## src/hdl/dbh_pkg.sv

```systemverilog
package dbh_pkg;

	// Field widths.
	localparam int STAMP_W  = 32;
	localparam int CNT_W    = 32;
	localparam int PCT_W    = 7;
	localparam int SCALED_W = 40;
	localparam int OUT_W    = 80;

	// Serial step counts of each phase.
	localparam int ACC_STEPS = STAMP_W;
	localparam int MUL_STEPS = SCALED_W;
	localparam int DIV_STEPS = SCALED_W;
	localparam int STEP_W    = 6;

	// Queue depth and percentage ceiling.
	localparam logic [1:0]       QUEUE_DEPTH = 2'd2;
	localparam logic [PCT_W-1:0] PCT_MAX     = 7'd100;

	// Event commands.
	typedef enum logic [1:0] {
		CMD_COMMIT  = 2'd0,
		CMD_CONSUME = 2'd1,
		CMD_QUERY   = 2'd2,
		CMD_RESTART = 2'd3
	} cmd_t;

	// Controls of the window accounting unit.
	typedef struct packed {
		logic load;
		logic acc_step;
		logic count_free;
		logic drain_step;
		logic clear;
	} acct_ctl_t;

	// Controls of a serial event counter.
	typedef struct packed {
		logic start;
		logic step;
	} ctr_ctl_t;

	// Controls of the percentage unit.
	typedef struct packed {
		logic load;
		logic mul_step;
		logic div_step;
	} pct_ctl_t;

endpackage

```

## src/hdl/dbh_acct.sv

```systemverilog
module dbh_acct (
	input  logic                        clk,
	input  logic                        arst_n,
	input  dbh_pkg::acct_ctl_t          ctl,
	input  logic [dbh_pkg::STAMP_W-1:0] now,
	output logic [dbh_pkg::STAMP_W-1:0] total,
	output logic                        free_bit,
	output logic                        half_bit
);

	logic [dbh_pkg::STAMP_W-1:0] now_q;
	logic [dbh_pkg::STAMP_W-1:0] stamp_q;
	logic [dbh_pkg::STAMP_W-1:0] total_q;
	logic [dbh_pkg::STAMP_W-1:0] free_q;
	logic                        borrow_q;
	logic                        ct_q;
	logic                        cf_q;

	logic       elapsed_bit;
	logic       borrow_nxt;
	logic [1:0] total_sum;
	logic [1:0] free_sum;

	// One bit of the elapsed time and of both window sums per cycle, LSB first.
	always_comb begin
		elapsed_bit = now_q[0] ^ stamp_q[0] ^ borrow_q;
		borrow_nxt  = (~now_q[0] & stamp_q[0]) | (~now_q[0] & borrow_q) |
			(stamp_q[0] & borrow_q);
		total_sum   = 2'(total_q[0]) + 2'(elapsed_bit) + 2'(ct_q);
		if (ctl.count_free) begin
			free_sum = 2'(free_q[0]) + 2'(elapsed_bit) + 2'(cf_q);
		end else begin
			free_sum = {1'b0, free_q[0]};
		end
	end

	// The timestamp of the event rotates into the stamp register as it is used.
	always_ff @(posedge clk) begin
		if (ctl.load) begin
			now_q <= now;
		end else if (ctl.acc_step) begin
			now_q <= {1'b0, now_q[dbh_pkg::STAMP_W-1:1]};
		end
	end

	// Window registers and serial carries.
	always_ff @(posedge clk or negedge arst_n) begin
		if (!arst_n) begin
			stamp_q  <= '0;
			total_q  <= '0;
			free_q   <= '0;
			borrow_q <= 1'b0;
			ct_q     <= 1'b0;
			cf_q     <= 1'b0;
		end else if (ctl.load) begin
			borrow_q <= 1'b0;
			ct_q     <= 1'b0;
			cf_q     <= 1'b0;
		end else if (ctl.clear) begin
			total_q <= '0;
			free_q  <= '0;
		end else if (ctl.acc_step) begin
			stamp_q  <= {now_q[0], stamp_q[dbh_pkg::STAMP_W-1:1]};
			total_q  <= {total_sum[0], total_q[dbh_pkg::STAMP_W-1:1]};
			free_q   <= {free_sum[0], free_q[dbh_pkg::STAMP_W-1:1]};
			borrow_q <= borrow_nxt;
			ct_q     <= total_sum[1];
			cf_q     <= free_sum[1];
		end else if (ctl.drain_step) begin
			// Both sums shift out toward the scaler and are left empty.
			total_q <= {1'b0, total_q[dbh_pkg::STAMP_W-1:1]};
			free_q  <= {1'b0, free_q[dbh_pkg::STAMP_W-1:1]};
		end
	end

	assign total    = total_q;
	assign free_bit = free_q[0];
	assign half_bit = total_q[1];

endmodule

```

## src/hdl/dbh_ctr.sv

```systemverilog
module dbh_ctr (
	input  logic                      clk,
	input  logic                      arst_n,
	input  dbh_pkg::ctr_ctl_t         ctl,
	input  logic                      inc,
	output logic [dbh_pkg::CNT_W-1:0] count
);

	logic [dbh_pkg::CNT_W-1:0] cnt_q;
	logic                      carry_q;

	// Serial increment: the count rotates once per event with a one-bit carry.
	always_ff @(posedge clk or negedge arst_n) begin
		if (!arst_n) begin
			cnt_q   <= '0;
			carry_q <= 1'b0;
		end else if (ctl.start) begin
			carry_q <= inc;
		end else if (ctl.step) begin
			cnt_q   <= {cnt_q[0] ^ carry_q, cnt_q[dbh_pkg::CNT_W-1:1]};
			carry_q <= cnt_q[0] & carry_q;
		end
	end

	assign count = cnt_q;

endmodule

```

## src/hdl/dbh_pct.sv

```systemverilog
module dbh_pct (
	input  logic                        clk,
	input  logic                        arst_n,
	input  dbh_pkg::pct_ctl_t           ctl,
	input  logic [dbh_pkg::STAMP_W-1:0] divisor,
	input  logic                        free_bit,
	input  logic                        half_bit,
	output logic [dbh_pkg::PCT_W-1:0]   percent,
	output logic                        zero_div
);

	logic [dbh_pkg::SCALED_W-1:0] num_q;
	logic [dbh_pkg::STAMP_W-1:0]  div_q;
	logic [dbh_pkg::STAMP_W-1:0]  rem_q;
	logic [dbh_pkg::PCT_W-1:0]    quo_q;
	logic                         ovf_q;
	logic [5:0]                   dl_q;
	logic [2:0]                   mc_q;

	logic [3:0]                   sum;
	logic [dbh_pkg::STAMP_W:0]    trial;
	logic [dbh_pkg::STAMP_W+1:0]  diff;
	logic                         ge;

	// Scaling: free * 100 + total / 2, with 100 = 64 + 32 + 4, one bit per cycle.
	// Division: restoring, one quotient bit per cycle.
	always_comb begin
		sum   = 4'(dl_q[1]) + 4'(dl_q[4]) + 4'(dl_q[5]) + 4'(half_bit) + 4'(mc_q);
		trial = {rem_q, num_q[dbh_pkg::SCALED_W-1]};
		diff  = {1'b0, trial} - {2'b00, div_q};
		ge    = ~diff[dbh_pkg::STAMP_W+1];
	end

	always_ff @(posedge clk or negedge arst_n) begin
		if (!arst_n) begin
			num_q <= '0;
			div_q <= '0;
			rem_q <= '0;
			quo_q <= '0;
			ovf_q <= 1'b0;
			dl_q  <= '0;
			mc_q  <= '0;
		end else if (ctl.load) begin
			div_q <= divisor;
			rem_q <= '0;
			quo_q <= '0;
			ovf_q <= 1'b0;
			dl_q  <= '0;
			mc_q  <= '0;
		end else if (ctl.mul_step) begin
			num_q <= {sum[0], num_q[dbh_pkg::SCALED_W-1:1]};
			dl_q  <= {dl_q[4:0], free_bit};
			mc_q  <= sum[3:1];
		end else if (ctl.div_step) begin
			num_q <= {num_q[dbh_pkg::SCALED_W-2:0], 1'b0};
			rem_q <= ge ? diff[dbh_pkg::STAMP_W-1:0] : trial[dbh_pkg::STAMP_W-1:0];
			quo_q <= {quo_q[dbh_pkg::PCT_W-2:0], ge};
			// Any quotient bit above the kept ones means far past the ceiling.
			ovf_q <= ovf_q | quo_q[dbh_pkg::PCT_W-1];
		end
	end

	// Clamp to the ceiling.
	assign percent  = (ovf_q || (quo_q > dbh_pkg::PCT_MAX)) ? dbh_pkg::PCT_MAX : quo_q;
	assign zero_div = (div_q == '0);

endmodule

```

## src/hdl/double_buffer_handoff_monitor.sv

```systemverilog
// Ping-pong slot handoff between a renderer and a playback engine, with a
// monitor of how much of the time the two-entry slot queue had room.
// Input channel s_axis: one transaction is one event, the command in s_axis_tuser
// and the 32-bit event timestamp in s_axis_tdata. Output channel m_axis: one
// transaction per event with the handoff result and the running totals.
// Each event first adds its elapsed time to the window one bit per cycle; a
// query then scales the free time by 100 bit-serially and divides one quotient
// bit per cycle. A commit, consume or restart goes from the window update
// straight to the result, a query through the scaling and the division first.
// The next event is taken once the result is registered, so the block works
// on one event at a time.
// The output register holds a finished result while m_axis_tready is low; the
// block keeps working on the next event and only waits at the end of it if
// the previous result has still not been taken.
// Reset clears the queue, the window, the held percentage and both running
// totals; the block is ready as soon as reset is released.
module double_buffer_handoff_monitor (
	input  logic        clk,
	input  logic        arst_n,
	input  logic        s_axis_tvalid,
	output logic        s_axis_tready,
	// [31:0] now
	input  logic [31:0] s_axis_tdata,
	// [1:0] cmd
	input  logic [1:0]  s_axis_tuser,
	output logic        m_axis_tvalid,
	input  logic        m_axis_tready,
	// [0] commit_accepted, [1] play_slot, [2] underrun, [3] render_slot_now,
	// [5:4] free_slots, [12:6] free_percent, [44:13] underrun_total,
	// [76:45] commit_total, [79:77] zero
	output logic [79:0] m_axis_tdata
);

	typedef enum logic [2:0] {
		ST_IDLE,
		ST_ACC,
		ST_PLOAD,
		ST_MUL,
		ST_DIV,
		ST_FIN
	} state_t;

	state_t                      state_q;
	logic [dbh_pkg::STEP_W-1:0]  step_q;
	dbh_pkg::cmd_t               cmd_q;
	logic [1:0]                  slot_q;
	logic                        head_q;
	logic                        tail_q;
	logic [1:0]                  qcount_q;
	logic                        render_q;
	logic                        last_played_q;
	logic [dbh_pkg::PCT_W-1:0]   held_q;
	logic                        out_valid_q;
	logic [dbh_pkg::OUT_W-1:0]   out_data_q;

	dbh_pkg::cmd_t               in_cmd;
	logic                        accept;
	logic                        fin_fire;
	dbh_pkg::acct_ctl_t          acct_ctl;
	dbh_pkg::ctr_ctl_t           ctr_ctl;
	dbh_pkg::pct_ctl_t           pct_ctl;
	logic [dbh_pkg::STAMP_W-1:0] win_total;
	logic                        free_bit;
	logic                        half_bit;
	logic [dbh_pkg::PCT_W-1:0]   pct_value;
	logic                        zero_div;
	logic [dbh_pkg::CNT_W-1:0]   underrun_total;
	logic [dbh_pkg::CNT_W-1:0]   commit_total;

	logic [1:0]                  slot_nxt;
	logic                        head_nxt;
	logic                        tail_nxt;
	logic [1:0]                  qcount_nxt;
	logic                        render_nxt;
	logic                        last_played_nxt;
	logic [dbh_pkg::PCT_W-1:0]   held_nxt;
	logic                        accepted;
	logic                        play;
	logic                        under;
	logic [1:0]                  free_slots;

	// Handshakes and unit controls.
	always_comb begin
		in_cmd   = dbh_pkg::cmd_t'(s_axis_tuser);
		accept   = s_axis_tvalid && (state_q == ST_IDLE);
		fin_fire = (state_q == ST_FIN) && (!out_valid_q || m_axis_tready);

		acct_ctl.load       = accept;
		acct_ctl.acc_step   = (state_q == ST_ACC);
		acct_ctl.count_free = (qcount_q != dbh_pkg::QUEUE_DEPTH);
		acct_ctl.drain_step = (state_q == ST_MUL);
		acct_ctl.clear      = fin_fire && (cmd_q == dbh_pkg::CMD_RESTART);

		ctr_ctl.start = accept;
		ctr_ctl.step  = (state_q == ST_ACC);

		pct_ctl.load     = (state_q == ST_PLOAD);
		pct_ctl.mul_step = (state_q == ST_MUL);
		pct_ctl.div_step = (state_q == ST_DIV);
	end

	dbh_acct u_acct (
		.clk      (clk),
		.arst_n   (arst_n),
		.ctl      (acct_ctl),
		.now      (s_axis_tdata),
		.total    (win_total),
		.free_bit (free_bit),
		.half_bit (half_bit)
	);

	dbh_ctr u_commit_ctr (
		.clk    (clk),
		.arst_n (arst_n),
		.ctl    (ctr_ctl),
		.inc    (in_cmd == dbh_pkg::CMD_COMMIT),
		.count  (commit_total)
	);

	dbh_ctr u_underrun_ctr (
		.clk    (clk),
		.arst_n (arst_n),
		.ctl    (ctr_ctl),
		.inc    ((in_cmd == dbh_pkg::CMD_CONSUME) && (qcount_q == 2'd0)),
		.count  (underrun_total)
	);

	dbh_pct u_pct (
		.clk      (clk),
		.arst_n   (arst_n),
		.ctl      (pct_ctl),
		.divisor  (win_total),
		.free_bit (free_bit),
		.half_bit (half_bit),
		.percent  (pct_value),
		.zero_div (zero_div)
	);

	// Queue update and result of the event.
	always_comb begin
		slot_nxt        = slot_q;
		head_nxt        = head_q;
		tail_nxt        = tail_q;
		qcount_nxt      = qcount_q;
		render_nxt      = render_q;
		last_played_nxt = last_played_q;
		held_nxt        = held_q;
		accepted        = 1'b0;
		play            = 1'b0;
		under           = 1'b0;
		case (cmd_q)
			dbh_pkg::CMD_COMMIT: begin
				if (qcount_q != dbh_pkg::QUEUE_DEPTH) begin
					slot_nxt[tail_q] = render_q;
					tail_nxt         = ~tail_q;
					render_nxt       = ~render_q;
					qcount_nxt       = qcount_q + 2'd1;
					accepted         = 1'b1;
				end
			end
			dbh_pkg::CMD_CONSUME: begin
				if (qcount_q != 2'd0) begin
					play       = slot_q[head_q];
					head_nxt   = ~head_q;
					qcount_nxt = qcount_q - 2'd1;
				end else begin
					play  = last_played_q;
					under = 1'b1;
				end
				last_played_nxt = play;
			end
			dbh_pkg::CMD_QUERY: begin
				// An empty window keeps the previous answer.
				if (!zero_div) begin
					held_nxt = pct_value;
				end
			end
			dbh_pkg::CMD_RESTART: begin
				slot_nxt        = '0;
				head_nxt        = 1'b0;
				tail_nxt        = 1'b0;
				qcount_nxt      = 2'd0;
				render_nxt      = 1'b0;
				last_played_nxt = 1'b0;
				held_nxt        = '0;
			end
			default: begin
			end
		endcase
		free_slots = dbh_pkg::QUEUE_DEPTH - qcount_nxt;
	end

	// Sequencer, queue state and output register.
	always_ff @(posedge clk or negedge arst_n) begin
		if (!arst_n) begin
			state_q       <= ST_IDLE;
			step_q        <= '0;
			cmd_q         <= dbh_pkg::CMD_COMMIT;
			slot_q        <= '0;
			head_q        <= 1'b0;
			tail_q        <= 1'b0;
			qcount_q      <= 2'd0;
			render_q      <= 1'b0;
			last_played_q <= 1'b0;
			held_q        <= '0;
			out_valid_q   <= 1'b0;
			out_data_q    <= '0;
		end else begin
			// A new result takes the output register as the old one leaves.
			if (fin_fire) begin
				out_valid_q <= 1'b1;
			end else if (out_valid_q && m_axis_tready) begin
				out_valid_q <= 1'b0;
			end
			case (state_q)
				ST_IDLE: begin
					if (accept) begin
						cmd_q   <= in_cmd;
						step_q  <= '0;
						state_q <= ST_ACC;
					end
				end
				ST_ACC: begin
					if (step_q == dbh_pkg::STEP_W'(dbh_pkg::ACC_STEPS - 1)) begin
						step_q  <= '0;
						state_q <= (cmd_q == dbh_pkg::CMD_QUERY) ? ST_PLOAD : ST_FIN;
					end else begin
						step_q <= step_q + 1'b1;
					end
				end
				ST_PLOAD: begin
					state_q <= ST_MUL;
				end
				ST_MUL: begin
					if (step_q == dbh_pkg::STEP_W'(dbh_pkg::MUL_STEPS - 1)) begin
						step_q  <= '0;
						state_q <= ST_DIV;
					end else begin
						step_q <= step_q + 1'b1;
					end
				end
				ST_DIV: begin
					if (step_q == dbh_pkg::STEP_W'(dbh_pkg::DIV_STEPS - 1)) begin
						step_q  <= '0;
						state_q <= ST_FIN;
					end else begin
						step_q <= step_q + 1'b1;
					end
				end
				ST_FIN: begin
					if (fin_fire) begin
						slot_q        <= slot_nxt;
						head_q        <= head_nxt;
						tail_q        <= tail_nxt;
						qcount_q      <= qcount_nxt;
						render_q      <= render_nxt;
						last_played_q <= last_played_nxt;
						held_q        <= held_nxt;
						out_data_q    <= {3'b000, commit_total, underrun_total, held_nxt,
							free_slots, render_nxt, under, play, accepted};
						state_q       <= ST_IDLE;
					end
				end
				default: begin
					state_q <= ST_IDLE;
				end
			endcase
		end
	end

	assign s_axis_tready = (state_q == ST_IDLE);
	assign m_axis_tvalid = out_valid_q;
	assign m_axis_tdata  = out_data_q;

`ifndef SYNTH
	// An accepted event keeps the input closed in the following cycle.
	a_one_event: assert property (@(posedge clk) disable iff (!arst_n)
		(s_axis_tvalid && s_axis_tready) |=> !s_axis_tready)
		else $error("input accepted while an event is in progress");

	// A reported free slot count never exceeds the queue depth.
	a_free_slots: assert property (@(posedge clk) disable iff (!arst_n)
		m_axis_tvalid |-> (m_axis_tdata[5:4] <= dbh_pkg::QUEUE_DEPTH))
		else $error("free slot count out of range");

	// A reported percentage is clamped to the ceiling.
	a_percent: assert property (@(posedge clk) disable iff (!arst_n)
		m_axis_tvalid |-> (m_axis_tdata[12:6] <= dbh_pkg::PCT_MAX))
		else $error("free percentage above ceiling");

	// A new result is only loaded when the previous one has left.
	a_no_overwrite: assert property (@(posedge clk) disable iff (!arst_n)
		(m_axis_tvalid && !m_axis_tready && (state_q == ST_FIN)) |=> (state_q == ST_FIN))
		else $error("result overwritten while stalled");
`endif

endmodule
```

## config.mk

```make
export PLATFORM = sky130hd
export DESIGN_NAME = double_buffer_handoff_monitor
export DESIGN_NICKNAME = d
export VERILOG_FILES = /design/src/hdl/dbh_pkg.sv /design/src/hdl/dbh_acct.sv /design/src/hdl/dbh_ctr.sv /design/src/hdl/dbh_pct.sv /design/src/hdl/double_buffer_handoff_monitor.sv
export SDC_FILE = /design/constraint.sdc
export NUM_CORES = 1
export LEC_CHECK = 0
export BUFFER_PORTS_ARGS = -buffer_cell sky130_fd_sc_hd__buf_4
export CAP_MARGIN = 20
export CORE_MARGIN = 8
export CORE_UTILIZATION = 65
export CTS_BUF_LIST = sky130_fd_sc_hd__clkbuf_16
export CTS_CLUSTER_DIAMETER = 30
export CTS_CLUSTER_SIZE = 24
export DETAILED_ROUTE_END_ITERATION = 8
export PLACE_DENSITY_LB_ADDON = 0.12
export REMOVE_ABC_BUFFERS = 1
export SYNTH_ARGS = -nofsm -noshare
export SYNTH_HDL_FRONTEND = slang
export SYNTH_SLANG_ARGS = --single-unit
```

## constraint.sdc

```tcl
create_clock -name clk -period 7.25 [get_ports clk]
set_input_delay 1.0875 -clock clk [delete_from_list [all_inputs] [get_ports clk]]
set_output_delay 1.0875 -clock clk [all_outputs]
set_load 0.01 [all_outputs]
```

# Word-level counts from Yosys, hierarchy flattened
# Index checks and enable logic that the tools add are counted.
[word_totals]
reg_bits = 422
inputBits = 38
output_inout_bits = 82
wordCells = 203
[op_classes]
add_sub_neg = 13
order_cmp = 4
n_eq_ne = 21
mux = 77
bitwise_logic = 20
reduce_logical = 38
[op_table]
columns = ["op", "count"]
rows = [
  ["32-bit 2-to-1 mux", 12],
  ["40-bit 2-to-1 mux", 2],
  ["7-bit 2-to-1 mux", 5],
  ["33-bit by 32-bit subtractor with 34-bit output", 1],
  ["32-bit logical NOT", 1],
  ["1-bit 2-to-1 mux", 30],
  ["6-bit 2-to-1 mux", 5],
  ["3-bit 2-to-1 mux", 8],
  ["3-bit case mux with 6 select lines", 1],
  ["6-bit case mux with 3 select lines", 1],
  ["2-bit AND reduction", 8],
  ["2-bit nonzero test", 8],
  ["7-bit case mux with 2 select lines", 1],
  ["2-bit by 1-bit != test with 1-bit output (second input constant)", 5],
  ["2-bit != test (second input constant)", 5],
  ["4-bit by 1-bit adder with 4-bit output", 2],
  ["2-bit 2-to-1 mux", 4],
  ["1-bit NOT", 8],
  ["1-bit case mux with 2 select lines", 4],
  ["4-bit AND reduction", 2],
  ["7-bit > comparator (second input constant)", 1],
  ["1-bit by 1-bit adder with 2-bit output", 3],
  ["6-bit by 1-bit adder with 6-bit output (second input constant)", 1],
  ["3-bit by 2-bit equality test with 1-bit output (second input constant)", 2],
  ["29 further kinds", 53],
]

# Logic depth before layout (Yosys ltp)
# Gate-level depths: netlist of the first run.
[logic_depth]
word_depth = 8
mapped_depth = 14
ltp_nobuf = 13

# Cells and area by module
# From an unflattened synthesis of the first run, not the netlist that was laid out.
[hier_totals]
hier_cells = 1704
area_unflattened_um2 = 19336.0
[modules_own_cells]
columns = ["module", "instances", "cells_per_inst", "area_per_inst_um2", "seq_area_each_um2"]
rows = [
  ["dbh_pct", 1, 764, 7068.0, 3027.9],
  ["dbh_acct", 1, 306, 5127.4, 3438.3],
  ["double_buffer_handoff_monitor", 1, 486, 4310.4, 2377.3],
  ["dbh_ctr", 2, 74, 1415.1, 825.8],
]

# Least setup slack after synthesis of the first run
# OpenSTA, ideal clock, no wires.
[synth_path]
kind = "register -> register"
start = "register u_pct.num_q[39] (netlist bit)"
end = "register u_pct.rem_q[16] (netlist bit)"
setup_ns = 0.134
arrival_time_ns = 2.585
t_required_ns = 7.116
setup_slack_ns = 4.531
stages_incl_launch_ff = 13
synth_period_minus_slack_ns = 2.719
path_cell_list = "dfrtp_1 -> inv_1 -> ha_1 -> inv_1 -> fa_1 -> a21oi_1 -> o21ai_0 -> a41oi_1 -> o21ai_0 -> a41o_1 -> a211oi_1 -> xor2_1 -> o31ai_1"
[synth_via]
elab_chain_cells = 5
[synth_rtl]
columns = ["item", "line", "source"]
rows = [
  ["start, declared", "dbh_pct.sv:12", "logic [dbh_pkg::SCALED_W-1:0] num_q;"],
  ["start signal, assigned", "dbh_pct.sv:51", "num_q <= {sum[0], num_q[dbh_pkg::SCALED_W-1:1]};"],
  ["start signal, assigned", "dbh_pct.sv:55", "num_q <= {num_q[dbh_pkg::SCALED_W-2:0], 1'b0};"],
  ["33-bit by 32-bit subtractor with 34-bit output", "dbh_pct.sv:30", "diff = {1'b0, trial} - {2'b00, div_q};"],
  ["32-bit 2-to-1 mux", "dbh_pct.sv:56", "rem_q <= ge ? diff[dbh_pkg::STAMP_W-1:0] : trial[dbh_pkg::STAMP_W-1:0];"],
  ["32-bit 2-to-1 mux", "dbh_pct.sv:54", "end else if (ctl.div_step) begin"],
  ["32-bit 2-to-1 mux", "dbh_pct.sv:50", "end else if (ctl.mul_step) begin"],
  ["32-bit 2-to-1 mux", "dbh_pct.sv:43", "end else if (ctl.load) begin"],
  ["end signal, assigned", "dbh_pct.sv:56", ""],
  ["end, declared", "dbh_pct.sv:14", "logic [dbh_pkg::STAMP_W-1:0] rem_q;"],
]
# No other way between the ends. The select of a mux whose other input is x is not followed.
# A chain may end at the register's enable or synchronous reset.

# Worst setup path in the final report of the first run
[layout_path]
start = "register u_pct.rem_q[5] (netlist bit)"
end = "register u_pct.rem_q[10] (netlist bit)"
[layout_via]
elab_chain_cells = 5
[layout_rtl]
columns = ["item", "line"]
rows = [
  ["33-bit by 32-bit subtractor with 34-bit output", "dbh_pct.sv:30"],
  ["32-bit 2-to-1 mux", "dbh_pct.sv:56"],
  ["32-bit 2-to-1 mux", "dbh_pct.sv:54"],
  ["32-bit 2-to-1 mux", "dbh_pct.sv:50"],
  ["32-bit 2-to-1 mux", "dbh_pct.sv:43"],
]
# No other way between the ends. The select of a mux whose other input is x is not followed.

==> metrics.yaml, run 1 <==
global_route:
  grt_pass1_wl_um: 71100
  grt-ovfl-total: 0
  antenna_found_initial: 0
  grt_pass1_vias: 14460
  grt_max_degree: 151
  grt_usage_pct: 25.38
sta:
  finClkSkew_ns: 0.02548
  min_period_over_period_pct: 47.04
  slew_viol_final: 0
  fmax_mhz: 293.2
  setup_tns_ns: 0
  fin_crit_ns: 3.410
  hold_ws_ns: 0.4644
  report.final.hold_viol_count: 0
  rsz0062_at_grt: "no"
  max-slew-margin-rel_pct: 36.30
  setup_viol: 0
  tightestPinTransition_ns: 0.9555
synth:
  ys_types: 71
  synth-edff-count: 32
  async_reset_ff_share_pct: 92.25
  synth_area_per_cell_sq_um: 9.596
  ys_seq_area_share_pct: 56.64
  ys_seq_elements: 413
  netlist_instances: 1931
  synth_ff_type: "dfrtp_1"
  syn-cell-area_sq_um: 18530
  yosys_warnings: 0
power:
  seq_power_share_pct: 39.3
  peakVddDrop_mv: 0.2529
  switching_share_pct: 21.29
  p_per_area_nw_per_um2: 266.8
  p_sw_uw: 1264
  leakagePower_uw: 0.01125
  intPower_uw: 4673
  combPwrFrac_pct: 1.0
  power_uw: 5937
  power.share.clock_pct: 59.7
cells_and_area:
  drive_gt1_share_pct: 15.00
  n_fill_cell: 1804
  area_delta_synth_final_pct: 20.08
  final_common_cell: "nand2_1"
  mostFrequentLayoutCells: "nand2_1 (665), dfrtp_1 (381), buf_4 (130), clkbuf_16 (81), o21ai_0 (78)"
  finalNonFillerCells: 2477
  final_net_count: 2123
  antenna-diode-count: 0
routing:
  drtIter0Drc: 1107
  wirelength_um: 42240
  drtPass1Iterations: 5
  vias: 14410
  wl_per_cell_um: 17.05
  drc: 0
  viasPerCell: 5.816
  postRouteAntennaNets: 0
placement:
  io_buffers: 116
  dp_hpwl_um: 24320
  place.gp.congestion: 0.8864
  dp_cells: 2332
cts:
  cts_buffers: 79
  clock_sinks: 413
  root_buffer: "clkbuf_16"
  cts_max_level: 3
  clk_pin_slew_ns: 0.05
  cts_tree: "yes"
  clk_latency_ns: 0.58
  hold_buffers: 0
  clockBufferDepth: 3
  cts_resized: 0
  post_cts_buffers: 0
worst_setup_path:
  cp.required_ns: 7.71
  arrival_ns: 3.87
  r2r_slack_ns: 3.84
  critPathKind: "register to register"
  r2r_end: "u_pct.rem_q[10]"
  r2r_start: "u_pct.rem_q[5]"
  critPathMaxFanout: 45
  start_kind: "register"
  r2r_cells: 10
  end_kind: "register"
die:
  die-area_sq_um: 34170
  die_x_um: 184.8
  core_sq_um: 28390
  initial_core_util_pct: 65.27
  die_y_um: 184.8
  io_pins: 120
  rows: 62
min_path:
  hold_path_end: "u_acct.stamp_q[29]"
  min_from: "u_acct.stamp_q[30]"
  min_path_cells: 2
  hold_path.class: "register to register"
run:
  max_cap_violations: 0
status:
  status: "finished clean"
power by group through the flow:
stage	Combinational [uW]	Clock (uW)	Sequential, uW
after CTS	62.3	3590	2330
after global routing	69.9	3700	2330
final	59.3	3550	2330
after global placement	60.9	0	2370
after floorplan	1.14	0	2370
after detailed placement	62.1	0	2370
synthesized netlist by cell type (all sizes together) (34+ instances only):
library cell | number | area share, %
nand3 | 51 | 1.4
nand2 | 668 | 14
inv | 65 | 1.3
dfrtp | 381 | 51
mux2 | 34 | 2.1
a21oi | 52 | 1.4
a22o | 71 | 3.4
ha | 49 | 3.3
clkbuf | 91 | 1.8
a31oi | 47 | 1.7
o21ai | 86 | 2.3
nor2 | 76 | 1.5
critical path, stage by stage (launching register included):
cell and delay [ns]:
dfrtp_1 0.39, ha_1 0.38, a21oi_1 0.23, o31ai_1 0.11
or3_1 0.36, o21ai_1 0.24, a31oi_2 0.18, a31oi_2 0.28
o21a_2 0.75, a32oi_1 0.20, o31ai_1 0.12
layout make-up:
type,instances,area [sq um],area share [%]
clock buffers,81,2027,9.109
clock inverters,63,591.8,2.660
inverters,66,247.7,1.113
multi-input cells,1336,7358,33.07
flip-flops and latches,413,10500,47.17
well taps,384,480.5,2.159
repair buffers,134,1051,4.723
metal layers:
metal / wire (um) / vias to the layer above / track usage, %
met2: 20830 / 400 / 41.91
met1: 18010 / 7201 / 33.60
met4: 1012 / 0 / 8.355
met5: 0 / - / 0
li1: - / 6725 / -
met3: 2382 / 80 / 4.963
logic make-up after synthesis:
family	Yosys count	share of synthesized area [%]
AND/OR/NAND/NOR	858	18.62
XOR/XNOR	31	1.465
multiplexers	40	2.390
other	1	0.02024
AO/OA/AOI/OAI	349	12.91
flip-flops	413	56.64
adder cells (fa/ha/maj)	55	3.957
buffers and inverters	184	4.004
stage by stage:
stage | util, % | area [sq um] | setup slack (ns)
detailed placement | 69.12 | 19630 | 3.938
global placement | 69.05 | 19610 | 4.017
global route | 78.37 | 22250 | 3.541
CTS | 78.34 | 22240 | 3.884
floorplan | - | 18040 | 0.2814
finish | 78.37 | 22250 | 3.840
flip-flops by register name, indices dropped and copies added (netlist names), 7 cells and up:
| name | cells |
|---|---|
| m_axis_tdata | 70 |
| u_acct.free_q | 32 |
| u_acct.now_q | 32 |
| u_acct.stamp_q | 32 |
| u_acct.total | 32 |
| u_commit_ctr.count | 32 |
| u_pct.div_q | 32 |
| u_pct.num_q | 40 |
| u_pct.quo_q | 7 |
| u_pct.rem_q | 32 |
| u_underrun_ctr.count | 32 |
how the worst max path moves through the flow:
stage,start,end,depth (start not counted)
2_1_floorplan,state_q[0],u_acct.now_q[0],3
6_report,u_pct.rem_q[5],u_pct.rem_q[10],10
4_1_cts,u_pct.rem_q[5],u_pct.rem_q[30],10
5_1_grt,state_q[1],state_q[1],9
3_3_place_gp,u_pct.rem_q[5],u_pct.rem_q[30],10
3_5_place_dp,u_pct.rem_q[5],u_pct.rem_q[10],10
No activity file was read; power rests on OpenSTA's default activity.
==> run 2: changes to the inputs <==
CORE_UTILIZATION = 61   (was 65)
clock period = 3.2 ns   (was 7.25 ns; I/O delays follow)
==> run 2 against run 1 <==
Against the previous run:
- sequential share of layout area fell by 0.94 points
- clock skew rose by 0.0033 ns
- clock power rose by 150%
- hold slack got worse by 0.32 ns
- first-iteration DRC count fell by 12%
- cell area rose by 2.0%
- register-to-register slack got worse by 3.6 ns
- largest power group unchanged
- fmax rose by 15%
- routed wire length fell by 3.3%
==> metrics.yaml, run 2 (same netlist as run 1, synthesis figures left out) <==
sta:
  report.final.hold_viol_count: 0
  finClkSkew_ns: 0.02880
  hold_ws_ns: 0.1396
  layout_setup_ws_ns: 0.2307
  setup_viol: 0
  fin_crit_ns: 2.969
  fmax_mhz: 336.8
  max-slew-margin-rel_pct: 39.31
  min_period_over_period_pct: 92.79
  rsz0062_at_grt: "no"
  tightestPinTransition_ns: 0.9104
  slew_viol_final: 0
worst_setup_path:
  cp_slowest_cell: "dfrtp_1"
  arrival_ns: 3.42
  cp.buffers_inverters: 1
  end_kind: "register"
  crit_chain: "ha_1 -> a21oi_1 -> o31ai_1 -> or3_1 -> o21ai_1 -> a31oi_2 -> a31oi_2 -> o21a_1 -> buf_12 -> nand3_1 -> o311ai_1"
  cp.required_ns: 3.65
  critPathKind: "register to register"
  critPathMaxFanout: 45
  critPathMostFrequentCell: "a31oi_2"
  max_stage_delay_ns: 0.39
  start_kind: "register"
  cp_top_family: "compound AO/OA/AOI/OAI gates"
routing:
  drt-met1-wl_um: 18130
  viasPerCell: 5.603
  dr_wl_met2_um: 19880
  drtIter0Drc: 977
  wl_per_cell_um: 16.26
  postRouteAntennaNets: 0
  vias: 14080
  drc: 0
  dr_wl_met3_um: 2038
  top_layer_used: "met4"
  drtPass1Iterations: 5
  wirelength_um: 40860
cts:
  clk_latency_ns: 0.59
  cts_max_level: 3
  root_buffer: "clkbuf_16"
  clockBufferDepth: 3
  cts_buffers: 84
  cts_tree: "yes"
  clock_sinks: 413
  post_cts_buffers: 0
  clk_pin_slew_ns: 0.05
run:
  max_cap_violations: 0
global_route:
  grt_pass1_wl_um: 68940
  grt_max_degree: 91
  antenna_found_initial: 0
  grt_usage_pct: 22.75
  grt-ovfl-total: 0
  grt_pass1_vias: 14240
die:
  rows: 64
  io_pins: 120
  die-area_sq_um: 36210
  initial_core_util_pct: 61.22
  die_x_um: 190.3
  die_y_um: 190.3
  core_sq_um: 30270
power:
  power_uw: 14270
  intPower_uw: 11290
  power.share.clock_pct: 62.0
  seq_power_share_pct: 37.0
  leakagePower_uw: 0.01147
  peakVddDrop_mv: 0.6300
  p_per_area_nw_per_um2: 628.4
  combPwrFrac_pct: 1.0
  switching_share_pct: 20.88
  p_sw_uw: 2979
cells_and_area:
  fin_area_sq_um: 22700
  n_fill_cell: 2041
  mostFrequentLayoutCells: "nand2_1 (665), dfrtp_1 (381), buf_4 (136), clkbuf_16 (88), o21ai_0 (77)"
  largest_reg_flops: 70
  area_delta_synth_final_pct: 22.53
  final_net_count: 2139
  final_common_cell: "nand2_1"
  reg_top3: "m_axis_tdata (70), u_pct.num_q (40)"
  drive_gt1_share_pct: 15.82
  antenna-diode-count: 0
  regMostFlops: "m_axis_tdata"
  finalNonFillerCells: 2513
placement:
  io_buffers: 116
  placed_cell_area_sq_um: 19760
  dp_hpwl_um: 24590
  pre_cts_ws_ns: 0.1483
  place.gp.congestion: 0.8563
  dp_cells: 2354
min_path:
  hold_path.class: "primary input to register"
status:
  status: "finished clean"
-- run 2: changes by cell type in the layout (fill, tap and decap cells not counted), moves of 4 or more --
cell and change:
buf_12 +4, clkinv_4 -5, bufinv_16 +4, clkbuf_16 +7, buf_4 +6, inv_6 +4, clkinv_1 +5
-- run 2: path summary, 6_finish.rpt --
kind	slack, ns	start	endpoint	cells after the start
max reg2reg	0.23	u_pct.rem_q[5]	u_pct.rem_q[4]	11
min	0.14	s_axis_tuser[0]	cmd_q[0]	3
max	0.23	u_pct.rem_q[5]	u_pct.rem_q[4]	11
min in group asynchronous	0.52	arst_n	u_pct.num_q[28]	2
max in group asynchronous	1.82	arst_n	u_acct.total[17]	3
min reg2reg	0.44	u_acct.stamp_q[5]	u_acct.stamp_q[4]	2
-- run 2: worst reg2reg max path, delay by kind of cell (launching register included) --
family                   cells  cell delay [ns]
AO/OA/AOI/OAI                7             1.34
AND/OR/NAND/NOR              2             0.50
buffers and inverters        1             0.24
flip-flops                   1             0.39
adder cells (fa/ha/maj)      1             0.38
-- run 2: layout make-up --
type	instances	area (sq um)	share of cell area, %
well taps	396	495.5	2.182
inverters	66	247.7	1.091
multi-input cells	1336	7365	32.44
clock buffers	88	2202	9.699
clock inverters	69	713.2	3.141
flip-flops and latches	413	10500	46.23
repair buffers	145	1186	5.224
-- run 2: metal layers --
| metal | GRT usage [%] | vias up |
|---|---|---|
| met5 | 0 | - |
| met2 | 36.71 | 309 |
| li1 | - | 6773 |
| met4 | 8.413 | 0 |
| met3 | 4.792 | 64 |
| met1 | 30.16 | 6935 |
-- run 2: through the flow --
step | utilization, % | setup TNS, ns
2_1_floorplan | - | -617.57
3_3_place_gp | 65.29 | 0
3_5_place_dp | 65.29 | 0
4_1_cts | 74.96 | 0
5_1_grt | 75.01 | 0
6_report | 75.01 | 0
-- run 2: power by group through the flow --
stage	registers (uW)	clock network [uW]	logic (uW)
finish	5280	8840	143
global route	5280	9250	167
CTS	5280	8970	151
detailed placement	5370	0	149
global placement	5370	0	147
floorplan	5370	0	2.57
-- run 2: timing repair --
item                       CTS  global route
setup endpoints to repair    0             5
resized for setup            0             3
hold buffers                 1             0
hold endpoints to repair    84             0
